### config.mk
export PLATFORM = sky130hd
export DESIGN_NAME = ofsi_ctrl
export DESIGN_NICKNAME = d
export VERILOG_FILES = /design/src/rtl/ofsi_pkg.sv /design/src/rtl/ofsi_ctrl.sv
export SDC_FILE = /design/constraint.sdc
export NUM_CORES = 1
export LEC_CHECK = 0
export BUFFER_PORTS_ARGS = -buffer_cell sky130_fd_sc_hd__buf_2
export CORE_ASPECT_RATIO = 0.5
export CORE_UTILIZATION = 56
export CTS_BUF_LIST = sky130_fd_sc_hd__clkbuf_16
export DETAILED_ROUTE_END_ITERATION = 6
export PLACE_DENSITY = 0.81
export SYNTH_ARGS = -nofsm -noshare
export SYNTH_HDL_FRONTEND = slang
export SYNTH_SLANG_ARGS = --single-unit
### constraint.sdc
create_clock -name clk -period 2.59 [get_ports clk]
set_input_delay 0.518 -clock clk [delete_from_list [all_inputs] [get_ports clk]]
set_output_delay 0.518 -clock clk [all_outputs]
set_load 0.005 [all_outputs]
### src/rtl/ofsi_pkg.sv
`timescale 1ns / 1ps

package ofsi_pkg;

	localparam int VAL_W     = 48;
	localparam int FRAC_BITS = 24;
	localparam int MAX_STEPS = 1024;
	localparam int N_W       = 11;
	localparam int MUL_W     = 64;
	localparam int PROD_W    = 2 * MUL_W;
	localparam int KS_W      = 51;
	localparam int DIV_W     = 50;
	localparam int DIV_CNT_W = $clog2(DIV_W + 1);
	localparam int Y4HI_W    = MUL_W - FRAC_BITS;

	// Reciprocal of six, (2^53 + 4) / 6, exact for dividends below 2^50.
	localparam int               DIV6_SH = 53;
	localparam logic [MUL_W-1:0] RECIP6  = 64'h0005_5555_5555_5556;

	localparam logic [VAL_W-1:0] VAL_MAX     = {1'b0, {(VAL_W-1){1'b1}}};
	localparam logic [VAL_W-1:0] VAL_MIN     = {1'b1, {(VAL_W-1){1'b0}}};
	localparam logic [MUL_W-1:0] COEFF_RESET = 64'd18446744;

	localparam logic [1:0] METH_EULER = 2'd0;
	localparam logic [1:0] METH_HEUN  = 2'd1;

	typedef enum logic [3:0] {
		OP_NONE,
		OP_LOAD,
		OP_HSET,
		OP_Y2,
		OP_Y4,
		OP_KHI,
		OP_SLOPE,
		OP_ACC,
		OP_MBSUM,
		OP_MBQ,
		OP_HK,
		OP_PUB
	} dp_op_t;

	typedef enum logic [2:0] {
		MS_Y2,
		MS_Y4,
		MS_KHI,
		MS_KLO,
		MS_HK,
		MS_DIV6
	} mul_sel_t;

	typedef enum logic [4:0] {
		S_IDLE,
		S_DIV_H,
		S_HSET,
		S_Y2_MUL,
		S_Y2_FIN,
		S_Y4_MUL,
		S_Y4_FIN,
		S_KHI_MUL,
		S_KHI_FIN,
		S_KLO_MUL,
		S_KLO_FIN,
		S_ACC,
		S_MBSUM,
		S_DIV6,
		S_MBQ,
		S_HK_MUL,
		S_HK_FIN,
		S_PUB
	} state_t;

	typedef struct packed {
		dp_op_t   op;
		mul_sel_t mul_sel;
		logic     mul_go;
		logic     div_go;
		logic     half;
		logic     to_y;
		logic     acc_clr;
		logic     acc_dbl;
	} cmd_t;

	typedef struct packed {
		logic [1:0]     method;
		logic [N_W-1:0] n_steps;
		logic           mul_done;
		logic           div_done;
	} stat_t;

endpackage

### src/rtl/ofsi_ctrl.sv
`timescale 1ns / 1ps

module ofsi_ctrl (
	input  logic            clk,
	input  logic            arst_n,
	input  logic            in_valid,
	output logic            in_ready,
	output logic            out_valid,
	input  logic            out_ready,
	input  ofsi_pkg::stat_t stat,
	output ofsi_pkg::cmd_t  cmd
);
	import ofsi_pkg::*;

	state_t         state_q, state_d;
	logic [1:0]     stage_q, stage_d;
	logic [N_W-1:0] step_q, step_d;
	logic           ovalid_q;
	logic           is_euler, is_heun, is_rk4, last_stage, last_step;

	assign is_euler = stat.method == METH_EULER;
	assign is_heun  = stat.method == METH_HEUN;
	assign is_rk4   = !is_euler && !is_heun;

	// The stage that closes a step writes y as well as the trial value.
	assign last_stage = is_euler || (is_heun && stage_q == 2'd1) || (is_rk4 && stage_q == 2'd3);
	assign last_step  = step_q == (stat.n_steps - N_W'(1));

	always_comb begin
		state_d     = state_q;
		stage_d     = stage_q;
		step_d      = step_q;
		cmd         = '0;
		cmd.op      = OP_NONE;
		cmd.mul_sel = MS_Y2;
		in_ready    = 1'b0;
		unique case (state_q)
			S_IDLE: begin
				in_ready = 1'b1;
				if (in_valid) begin
					cmd.op  = OP_LOAD;
					stage_d = 2'd0;
					step_d  = '0;
					state_d = S_DIV_H;
				end
			end
			S_DIV_H: begin
				cmd.div_go = 1'b1;
				if (stat.div_done) begin
					state_d = S_HSET;
				end
			end
			S_HSET: begin
				cmd.op  = OP_HSET;
				state_d = S_Y2_MUL;
			end
			S_Y2_MUL: begin
				cmd.mul_go = 1'b1;
				if (stat.mul_done) begin
					state_d = S_Y2_FIN;
				end
			end
			S_Y2_FIN: begin
				cmd.op  = OP_Y2;
				state_d = S_Y4_MUL;
			end
			S_Y4_MUL: begin
				cmd.mul_go  = 1'b1;
				cmd.mul_sel = MS_Y4;
				if (stat.mul_done) begin
					state_d = S_Y4_FIN;
				end
			end
			S_Y4_FIN: begin
				cmd.op  = OP_Y4;
				state_d = S_KHI_MUL;
			end
			S_KHI_MUL: begin
				cmd.mul_go  = 1'b1;
				cmd.mul_sel = MS_KHI;
				if (stat.mul_done) begin
					state_d = S_KHI_FIN;
				end
			end
			S_KHI_FIN: begin
				cmd.op  = OP_KHI;
				state_d = S_KLO_MUL;
			end
			S_KLO_MUL: begin
				cmd.mul_go  = 1'b1;
				cmd.mul_sel = MS_KLO;
				if (stat.mul_done) begin
					state_d = S_KLO_FIN;
				end
			end
			S_KLO_FIN: begin
				cmd.op  = OP_SLOPE;
				state_d = S_ACC;
			end
			S_ACC: begin
				cmd.op      = OP_ACC;
				cmd.acc_clr = stage_q == 2'd0;
				cmd.acc_dbl = is_rk4 && (stage_q == 2'd1 || stage_q == 2'd2);
				if (last_stage && is_heun) begin
					state_d = S_MBSUM;
				end else if (last_stage && is_rk4) begin
					state_d = S_DIV6;
				end else begin
					state_d = S_HK_MUL;
				end
			end
			S_MBSUM: begin
				cmd.op  = OP_MBSUM;
				state_d = S_HK_MUL;
			end
			S_DIV6: begin
				cmd.mul_go  = 1'b1;
				cmd.mul_sel = MS_DIV6;
				if (stat.mul_done) begin
					state_d = S_MBQ;
				end
			end
			S_MBQ: begin
				cmd.op  = OP_MBQ;
				state_d = S_HK_MUL;
			end
			S_HK_MUL: begin
				cmd.mul_go  = 1'b1;
				cmd.mul_sel = MS_HK;
				if (stat.mul_done) begin
					state_d = S_HK_FIN;
				end
			end
			S_HK_FIN: begin
				cmd.op      = OP_HK;
				cmd.mul_sel = MS_HK;
				cmd.to_y    = last_stage;
				cmd.half    = last_stage ? is_heun : (is_rk4 && !stage_q[1]);
				if (last_stage) begin
					stage_d = 2'd0;
					if (last_step) begin
						state_d = S_PUB;
					end else begin
						step_d  = step_q + N_W'(1);
						state_d = S_Y2_MUL;
					end
				end else begin
					stage_d = stage_q + 2'd1;
					state_d = S_Y2_MUL;
				end
			end
			S_PUB: begin
				if (!ovalid_q || out_ready) begin
					cmd.op  = OP_PUB;
					state_d = S_IDLE;
				end
			end
			default: begin
				state_d = S_IDLE;
			end
		endcase
	end

	always_ff @(posedge clk or negedge arst_n) begin
		if (!arst_n) begin
			state_q  <= S_IDLE;
			stage_q  <= 2'd0;
			step_q   <= '0;
			ovalid_q <= 1'b0;
		end else begin
			state_q <= state_d;
			stage_q <= stage_d;
			step_q  <= step_d;
			if (cmd.op == OP_PUB) begin
				ovalid_q <= 1'b1;
			end else if (out_ready) begin
				ovalid_q <= 1'b0;
			end
		end
	end

	assign out_valid = ovalid_q;

endmodule

# Word level (Yosys, flattened, before mapping)
# Cells that the tools add are included.
[word_totals]
wordCells = 100
register_bits = 19
in_bits = 19
[classes]
eq_ne = 34
n_reduce_logical = 26
n_mux = 33
n_addsub = 3
[ops]
columns = ["operator", "count"]
rows = [
  ["case mux 5 bit (17 select lines)", 1],
  ["two-way mux 5 bit", 12],
  ["case mux 4 bit (11 select lines)", 1],
  ["equality test 5 x 4 -> 1 bit, second input constant", 8],
  ["two-way mux 11 bit", 3],
  ["!= test 2 bit, second input constant", 11],
  ["case mux 11 bit (2 select lines)", 1],
  ["equality test 5 x 3 -> 1 bit, second input constant", 4],
  ["case mux 3 bit (5 select lines)", 1],
  ["adder 11 x 1 -> 11 bit, second input constant", 1],
  ["equality test 11 bit", 1],
  ["subtractor 11 x 1 -> 11 bit, second input constant", 1],
  ["equality test 5 x 2 -> 1 bit, second input constant", 2],
  ["equality test 5 bit, second input constant", 2],
  ["two-way mux 2 bit", 5],
  ["AND reduction 9 bit", 1],
  ["logical AND 1 bit", 7],
  ["two-way mux 1 bit", 7],
  ["OR reduction 6 bit", 1],
  ["equality test 5 x 1 -> 1 bit, second input constant", 1],
  ["logical NOT 5 bit", 1],
  ["equality test 2 x 1 -> 1 bit, second input constant", 2],
  ["equality test 2 bit, second input constant", 2],
  ["equality test 4 bit, second input constant", 1],
  ["other kinds (10)", 19],
]

# Depth between registers and ports, before layout
# Gate-level depths: netlist (run 1).
[depth]
word_depth = 9
mapped_depth = 11
mapped_depth_nobuf = 9

# Worst setup path after synthesis (run 1)
# Ideal clock, no wire load.
[synth_path]
kind = "input port to flip-flop"
from = "input port stat[2] in the netlist's numbering"
to = "register step_q[1]"
stages = 10
arrival_ns = 2.769
setup_slack_ns = -0.298
required_time_ns = 2.470
path_cell_list = "inv_1 ha_1 or4b_1 buf_2 xnor2_1 or3_4 a2111oi_4 nand4_2 and3_1 a31o_1"
[synth_between]
elab_chain_len = 4
[synth_rtl]
columns = ["item", "line", "source"]
rows = [
  ["from (decl)", "ofsi_ctrl.sv:10", "input ofsi_pkg::stat_t stat,"],
  ["subtractor 11 x 1 -> 11 bit", "ofsi_ctrl.sv:27", "assign last_step = step_q == (stat.n_steps - N_W'(1));"],
  ["equality test 11 bit", "ofsi_ctrl.sv:27", ""],
  ["!= test 2 bit (no line)", "--", ""],
  ["AND reduction 4 bit (no line)", "--", ""],
  ["to (signal assigned)", "ofsi_ctrl.sv:173", "step_q <= step_d;"],
  ["to (decl)", "ofsi_ctrl.sv:17", "logic [N_W-1:0] step_q, step_d;"],
]
# Every way passes these cells.
# A chain may end at the register's enable or synchronous reset.

# Final worst setup path (run 1)
[layout_path]
from = "input port stat[3] in the netlist's numbering"
to = "register step_q[8]"
# Same word-level chain as after synthesis.

==> run summary, run 1 <==
The maximum clock frequency is 0.3743 GHz. In this run the clock root is driven by a clkbuf_16. Setup repair after global routing could not meet its margin everywhere.

Timing analysis after detailed placement gives a worst setup slack of -0.4029 ns. For this run, the post-layout net count is 310. The final critical path time including I/O delays and setup came out at roughly 2.7 ns. The H-tree depth reported by CTS is 1.

The mean instance size in the synthesized netlist came out at 7.631 um2. The initial DRC count is 154. After clock tree synthesis, the clock-pin slew on the worst setup and hold paths is 0.05 ns. The number of max-cap violations is 0. The total routed wirelength came out at between 4000 and 5000 um.

The core area came out at 3013 um2. The post-route netlist has 30.88% of its cells at a drive strength greater than 1. Final hold analysis gives a worst-case slack of 0.2021 ns. The worst setup path is captured at a register.

The first-pass GRT wire length is about 8000 um. The power per unit of standard cell area came out at 690.9 nW/um2. The cell-internal power came out at between 0.0009 and 0.001 W. Clock tree synthesis inserted a total of 3 buffers. The initial antenna violation count is 0. The largest fanout on the critical path came out at 3. The quantity of hold-fixing buffers added after cts is 0.

The die is 41.85 um tall. The number of synthesized flops with an enable pin is 0. The final cell count without fillers came out at 325.

Synthesis handed over a netlist of 233 instances. The repair_antennas step left the layout with diodes totalling 0. The net load switching power came out at 0.0006730 W.

The total congestion overflow came out at 0. Combinational cells account for 54.7% of the total power. The leakage power is roughly 1.1 nW.

The total count of hold-check failures in the final report came out at 0. The maximum ir drop on the vdd rail is about 0.58 mV. The number of search-and-repair iterations in the first detailed-routing pass came out at 5. Relative to the synthesized area, the layout overhead comes to 31.81%. The switching share of total power is 41.57%.

The via count of the first global-routing pass came out at 1819. The filler cell count in the final layout came out at 208. The flop and latch count out of synthesis came out at 19.

Across the routed clock network, the largest skew measured is 0.001360 ns. The startpoint type of the worst setup path is an input port. The cell area after technology mapping is 1778 um2. The weighted congestion at the end of routability-driven global placement came out at 0.9075. The detail-routed net length per standard cell is 15.15 um. The total placed cells including tap cells came out at 316. The clock power share is about a fifth. The setup slack after layout came out at -0.08146 ns. Counting flops with an async set or reset pin after synthesis yields a share of 100.0%.

The floorplan step set the die width to 81.69 um. At the worst endpoint, the required time is 2.75 ns. The share of the yosys chip area belonging to registers is between 20% and 30%. The number of port buffers is 33. The flow ran to the end, but the final reports show violations. The share of the clock period used by the worst path came out at 103.1%.

The dominant register cell in the synthesized netlist is dfrtp_1. The reg-to-reg setup timing slack is 0.41 ns. The class of the tightest hold or removal check is input port to asynchronous set/reset pin.

The number of pins with negative max-slew slack in the final report was 0. The total negative setup slack is -0.5174 ns. The final reports fail on setup timing. The data arrival time at the worst-slack endpoint came out at approximately 2.8 ns. When the netlist entered floorplanning its net count stood at approximately 260. The maximum buffer depth of the clock tree is 2. The relative max-transition margin came out at 69.50%. The total I/O pin count is 34.

The critical path is of the input port to register type. The number of distinct standard cells referenced by the synthesized netlist came out at 54. The slew of the pin with the lowest slew margin came out at roughly 0.45 ns.

The critical path goes through buf_12, inv_12, ha_4, or4b_4, xnor2_2, or3_4, a2111oi_4, and4_4, or3_1, mux2i_1. The clock insertion delay at the later pin of the skew report is 0.24 ns. During synthesis, Yosys emitted a total of 0 warnings. The initial standard-cell utilization of the core came out at 59.01%. The number of rows created at floorplan came out at 14. The tree built by TritonCTS fans out to 19 sinks.

Summed over all nets, the half-perimeter wirelength after detailed placement is 3502 um. The pin count of the biggest net entering global routing is 20. Setup violations remaining at the end of the flow were counted as 9. The post-detailed-route count of antenna-violating nets is 0. TritonCTS built the clock tree.

The aggregate global-route resource usage came out at 30.12%. For this design, the slowest cell found on the critical path is or4b_4. Across all layers, the routed design uses 2045 vias.

The DRC violations left came out at 0. Per report_power, the sequential group accounts for between 20% and 30% of the total. The area of the die is 3418 um2.

The mean number of vias per cell is 6.292. In this design, the stage delay of the slowest critical-path cell is roughly 0.48 ns.
[layout make-up]
type                            instances  area, um2  share of cell area (%)
Tap cell                               40      50.05                   2.136
Multi-Input combinational cell        188       1264                   53.92
Clock inverter                          1      3.754                  0.1602
Inverter                               13      66.31                   2.830
Sequential cell                        19      475.5                   20.29
Clock buffer                            3      75.07                   3.203
Timing Repair Buffer                   61      409.1                   17.46
[layout by cell type (no fill, tap or decap), types with 3 or more instances in the layout]
cell type,instances
a21oi_1,11
a31oi_1,5
and3_1,6
buf_2,31
buf_4,27
clkbuf_16,3
dfrtp_1,19
ha_1,4
inv_1,10
mux2i_1,5
nand2_1,25
nand2b_1,5
nand3_1,10
nand4_1,3
nor2_1,16
nor3_1,8
o211ai_1,4
o21ai_0,7
o21ai_1,6
o21ai_2,3
or3_1,8
xnor2_1,5
xor2_1,8
[worst max-delay path: cells and delay by family]
kind,cells,cell delay (ns)
AND/OR/NAND/NOR,4,1.28
buffers and inverters,2,0.15
multiplexers,1,0.22
adder cells (fa/ha/maj),1,0.12
AO/OA/AOI/OAI,1,0.40
XOR/XNOR,1,0.15
[per-stage QoR]
step | instance area [um2] | utilization (%) | total power [W]
detailed placement | 2142 | 71.10 | 0.001290
CTS | 2301 | 76.37 | 0.001610
floorplan | 1826 | - | 0.0009938
finish | 2344 | 77.78 | 0.001619
global route | 2344 | 77.78 | 0.001746
global placement | 2142 | 71.10 | 0.001255
[timing repair]
| item | 4_1_cts | 5_1_grt |
|---|---|---|
| setup endpoints to repair | 12 | 12 |
| buffers inserted | 2 | 3 |
| gates resized for setup | 16 | 5 |
| pin swaps | 5 | 10 |
| gates cloned | 0 | 0 |
[cell usage after synthesis (3+ instances only)]
cell type  number  share of area [%]
or3_1           9                3.2
inv_1          11                2.3
or4_1           3                1.3
xnor2_1         6                3.0
nand2_1        27                5.7
nand4_1         3                1.1
and3_1          7                2.5
a31oi_1         5                1.8
o211ai_1        4                1.7
dfrtp_1        19                 27
o21ai_0         9                2.5
clkbuf_1       10                2.1
o21ai_1         6                1.7
nor3_1          9                2.5
nand3_1        11                3.1
nand2b_1        5                1.8
xor2_1          8                3.9
nor2_1         16                3.4
mux2i_1         5                2.8
a21oi_1        12                3.4
ha_1            5                3.5
[routing by layer]
layer  track usage [%]  wire length [um]
met3             3.736               366
met4             9.474                77
met1             41.50              2123
met2             49.33              2357
met5                 0                 0
[path summary, 6_finish.rpt]
path	from	end	depth (start not counted)
worst max-delay path	stat[3]	step_q[8]	10
worst min-delay path	arst_n	step_q[10]	1
worst max register to register	stage_q[1]	step_q[10]	9
worst min register to register	step_q[0]	step_q[0]	1
max in group asynchronous	arst_n	step_q[2]	1
min in group clk	step_q[0]	step_q[0]	1
[kinds of logic after synthesis]
group	share of synthesized area (%)
xor gates and xnor gates	6.897
AOI/OAI and AO/OA	21.18
and+or+nand+nor	32.44
buffers and inverters	6.404
muxes	2.815
adders and majority gates	3.519
DFF	26.74
[sequential cells by signal (all words and copies together), names as in the netlist]
signal / cells
step_q: 11
state_q: 5
stage_q: 2
out_valid: 1
[power groups by stage]
stage	registers, W	logic [W]	clock network (W)
floorplan	0.000415	0.000578	0
global placement	0.000422	0.000833	0
detailed placement	0.000427	0.000863	0
CTS	0.000424	0.000877	0.000309
global route	0.000434	0.000988	0.000324
finish	0.000426	0.000886	0.000307
Note: power is estimated with default switching activity, not from simulation.
==> run 2: changes to the inputs <==
--- a/config.mk
+++ b/config.mk
@@ -6,7 +6,6 @@
 export NUM_CORES = 1
 export LEC_CHECK = 0
 export BUFFER_PORTS_ARGS = -buffer_cell sky130_fd_sc_hd__buf_2
-export CORE_ASPECT_RATIO = 0.5
 export CORE_UTILIZATION = 56
 export CTS_BUF_LIST = sky130_fd_sc_hd__clkbuf_16
 export DETAILED_ROUTE_END_ITERATION = 6
==> run 2 against run 1 <==
Compared with the run above:
- the flow still finishes with violations (setup timing)
- core utilization fell by 1.2 points
- non-clock buffer count is the same
- worst setup slack better by 0.041 ns
- via count fell by 4.7%
- maximum frequency up 1.5%
- count of clock-buffer cells in the layout is the same
- first-iteration DRC count fell by 26%
- critical endpoint is now step_q[5]
- largest cell class unchanged
==> run summary, run 2 (synthesis results as in run 1) <==
The filler cell count in the final layout is 229 (was 208). The placed cell area is 2177 um2 (was 2142 um2). The reg-to-reg setup timing slack is 0.29 ns (was 0.41 ns).

The maximum ir drop on the vdd rail is 0.5186 mV (was 0.5750 mV). The slowest cell on the critical path is or4b_4 (unchanged). The maximum buffer depth of the clock tree is 2 (unchanged). Registers with the most flip-flops: step_q (11), state_q (5), stage_q (2) (unchanged). The largest fanout on the critical path is 8 (was 3).

The number of search-and-repair iterations in the first detailed-routing pass was 5 (unchanged). The via count of the first global-routing pass came out at 1759 (was 1819). Commonest cells after routing, fill and taps aside: buf_2 (31), nand2_1 (27), buf_4 (26), dfrtp_1 (19), nor2_1 (16) (was buf_2 (31), buf_4 (27), nand2_1 (25), dfrtp_1 (19), nor2_1 (16)). The number of flip-flops under the largest register name came out at 11 (unchanged). The number of buffers inserted during clock tree synthesis is 3 (unchanged). The share of the clock period used by the worst path came out at 101.6% (was 103.1%). The category of cells accounting for the largest share of critical-path delay is simple AND/OR/NAND/NOR gates (unchanged). The leakage power is 1.103 nW (was 1.109 nW). The leading cell type in the layout, fill and taps excluded is buf_2 (unchanged).

The delay of the slowest critical-path stage is 0.48 ns (about the same). Cell-by-cell trace of the critical path: buf_12, inv_12, ha_4, or4b_4, xnor2_2, or3_4, a2111oi_4, nand4_4, a311o_1, nand2_1 (was buf_12, inv_12, ha_4, or4b_4, xnor2_2, or3_4, a2111oi_4, and4_4, or3_1, mux2i_1). The total I/O pin count came out at 34 (unchanged). The mean number of vias per cell was 5.921 (was 6.292). The buffer type at the clock tree root is clkbuf_16 (unchanged). The final net count was 310 (unchanged). The total negative setup slack is -0.1303 ns (was -0.5174 ns). The slew of the pin with the lowest slew margin is 0.5708 ns (was 0.4545 ns). The area added between synthesis and finish is 30.47% (was 31.81%). The quantity of hold-fixing buffers added after cts came out at 0 (unchanged). Status: finished, violations left (unchanged). The share of post-route cells with drive strength above 1 came out at 28.07% (was 30.88%). The total via count in the routed design came out at 1948 (was 2045). The detail-routed net length per standard cell is 14.13 um (was 15.15 um). The post-detailed-route count of antenna-violating nets is 0 (unchanged). The final critical path time including I/O delays and setup is 2.631 ns (was 2.671 ns). The buffering stage count on the worst path with inverters included is 2 (unchanged). The initial standard-cell utilization of the core is 58.72% (was 59.01%). The total non-filler cell area in the finished layout is 2320 um2 (was 2344 um2). The DRC violations left is 0 (unchanged). The relative max-transition margin is 61.69% (was 69.50%). The total count of hold-check failures in the final report came out at 0 (unchanged). The initial antenna violation count is 0 (unchanged).

The number of rows created at floorplan is 20 (was 14). The power per unit of standard cell area is 683.7 nW/um2 (was 690.9 nW/um2). The setup slack after layout came out at -0.04073 ns (was -0.08146 ns). The endpoint kind of the worst setup timing path is a register (unchanged).

The register name with the most flops is step_q (unchanged). The number of inserted diodes came out at 0 (unchanged). Failing checks: setup timing (unchanged). The weighted congestion at the end of routability-driven global placement came out at 0.9273 (was 0.9075).

The data arrival time at the worst-slack endpoint came out at 2.82 ns (was 2.83 ns). The total number of clock tree sinks came out at 19 (unchanged). The aggregate global-route resource usage came out at 29.18% (was 30.12%).

Unrepaired setup endpoints after global routing: true (unchanged). The area of the die is 3404 um2 (was 3418 um2). The clock insertion delay at the later pin of the skew report was 0.25 ns (was 0.24 ns). The H-tree depth reported by CTS is 1 (unchanged).

The die height is 58.35 um (was 41.85 um). The pin count of the biggest net entering global routing came out at 20 (unchanged). The setup-violating endpoint count in the final report came out at 7 (was 9). The placed wire-length estimate came out at 3400 um (was 3502 um). The clock tree from TritonCTS is yes (unchanged). The total congestion overflow came out at 0 (unchanged). The first-pass GRT wire length came out at 7817 um (was 7983 um). The number of max-cap violations came out at 0 (unchanged).

The core area is 3028 um2 (was 3013 um2). The maximum clock frequency came out at 0.3801 GHz (was 0.3743 GHz). The maximum clock skew at final layout came out at 0.002154 ns (was 0.001360 ns).

The number of pins with negative max-slew slack in the final report came to 0 (unchanged). The startpoint type of the worst setup path is an input port (unchanged). The number of port buffers is 33 (unchanged). The total routed wirelength came out at 4650 um (was 4925 um).

The initial DRC count came out at 114 (was 154). The class of the tightest hold or removal check is input port to asynchronous set/reset pin (unchanged). The clock transition at the registers of the reported paths came out at 0.05 ns (about the same).

The required arrival time at the worst endpoint came out at 2.78 ns (was 2.75 ns). The class of the most critical setup path is input port to register (unchanged). The horizontal die dimension came to 58.35 um (was 81.69 um).
-- run 2: cell counts in the layout (fill, tap and decap cells not counted) --
Identical to the previous run, type by type.
-- run 2: what timing repair did --
action | in CTS | in global routing
resized for setup | 12 | 3
setup endpoints to repair | 12 | 12
pin swaps | 2 | 4
setup buffers | 1 | 0
-- run 2: final timing paths --
path | to | from | cells after the start
worst max register to register | step_q[10] | state_q[3] | 8
worst max-delay path | step_q[5] | stat[3] | 10
min in group clk | stage_q[0] | stage_q[0] | 1
worst min-delay path | step_q[4] | arst_n | 1
worst min register to register | stage_q[0] | stage_q[0] | 1
max in group asynchronous | state_q[1] | arst_n | 1
-- run 2: final cells by class --
type | instances | area [um2] | share of cell area (%)
tap | 44 | 55.05 | 2.373
sequential | 19 | 475.5 | 20.50
clock buffer | 3 | 75.07 | 3.236
multi-input combinational | 188 | 1240 | 53.45
clock inverter | 1 | 3.754 | 0.1618
timing repair buffer | 61 | 404.1 | 17.42
inverter | 13 | 66.31 | 2.859
-- run 2: metal layers --
metal	global-route usage (%)	vias to the layer above	wire length, um
li1	-	948	-
met1	41.74	912	2158
met2	46.80	82	2221
met3	4.615	6	237
met4	6.463	0	32
met5	0	-	0
-- run 2: worst reg2reg max path: stages, from the launching register on --
cell and delay, ns:
dfrtp_1 0.51, nor2_1 0.24, nand3_1 0.13, or2_1 0.32
inv_2 0.18, and3_1 0.20, nand4_1 0.13, or3_1 0.37
a21oi_1 0.15
-- run 2: where the power goes --
part / internal [W] / switching (W) / total [W]
clock network: 0.000205 / 0.0000998 / 0.000305
logic: 0.000366 / 0.000455 / 0.000822
registers: 0.000361 / 0.0000983 / 0.000460
-- run 2: through the flow --
| stage | utilization [%] | setup slack (ns) | power (W) | instances | hold WS (ns) |
|---|---|---|---|---|---|
| 2_1_floorplan | - | -0.1345 | 0.0009938 | 233 | 0.2224 |
| 3_3_place_gp | 71.90 | -0.2795 | 0.001251 | 324 | 0.4739 |
| 3_5_place_dp | 71.90 | -0.3635 | 0.001261 | 324 | 0.4761 |
| 4_1_cts | 76.24 | -0.05622 | 0.001582 | 329 | 0.2134 |
| 5_1_grt | 76.61 | -0.1169 | 0.001712 | 329 | 0.2451 |
| 6_report | 76.61 | -0.04073 | 0.001586 | 329 | 0.2114 |
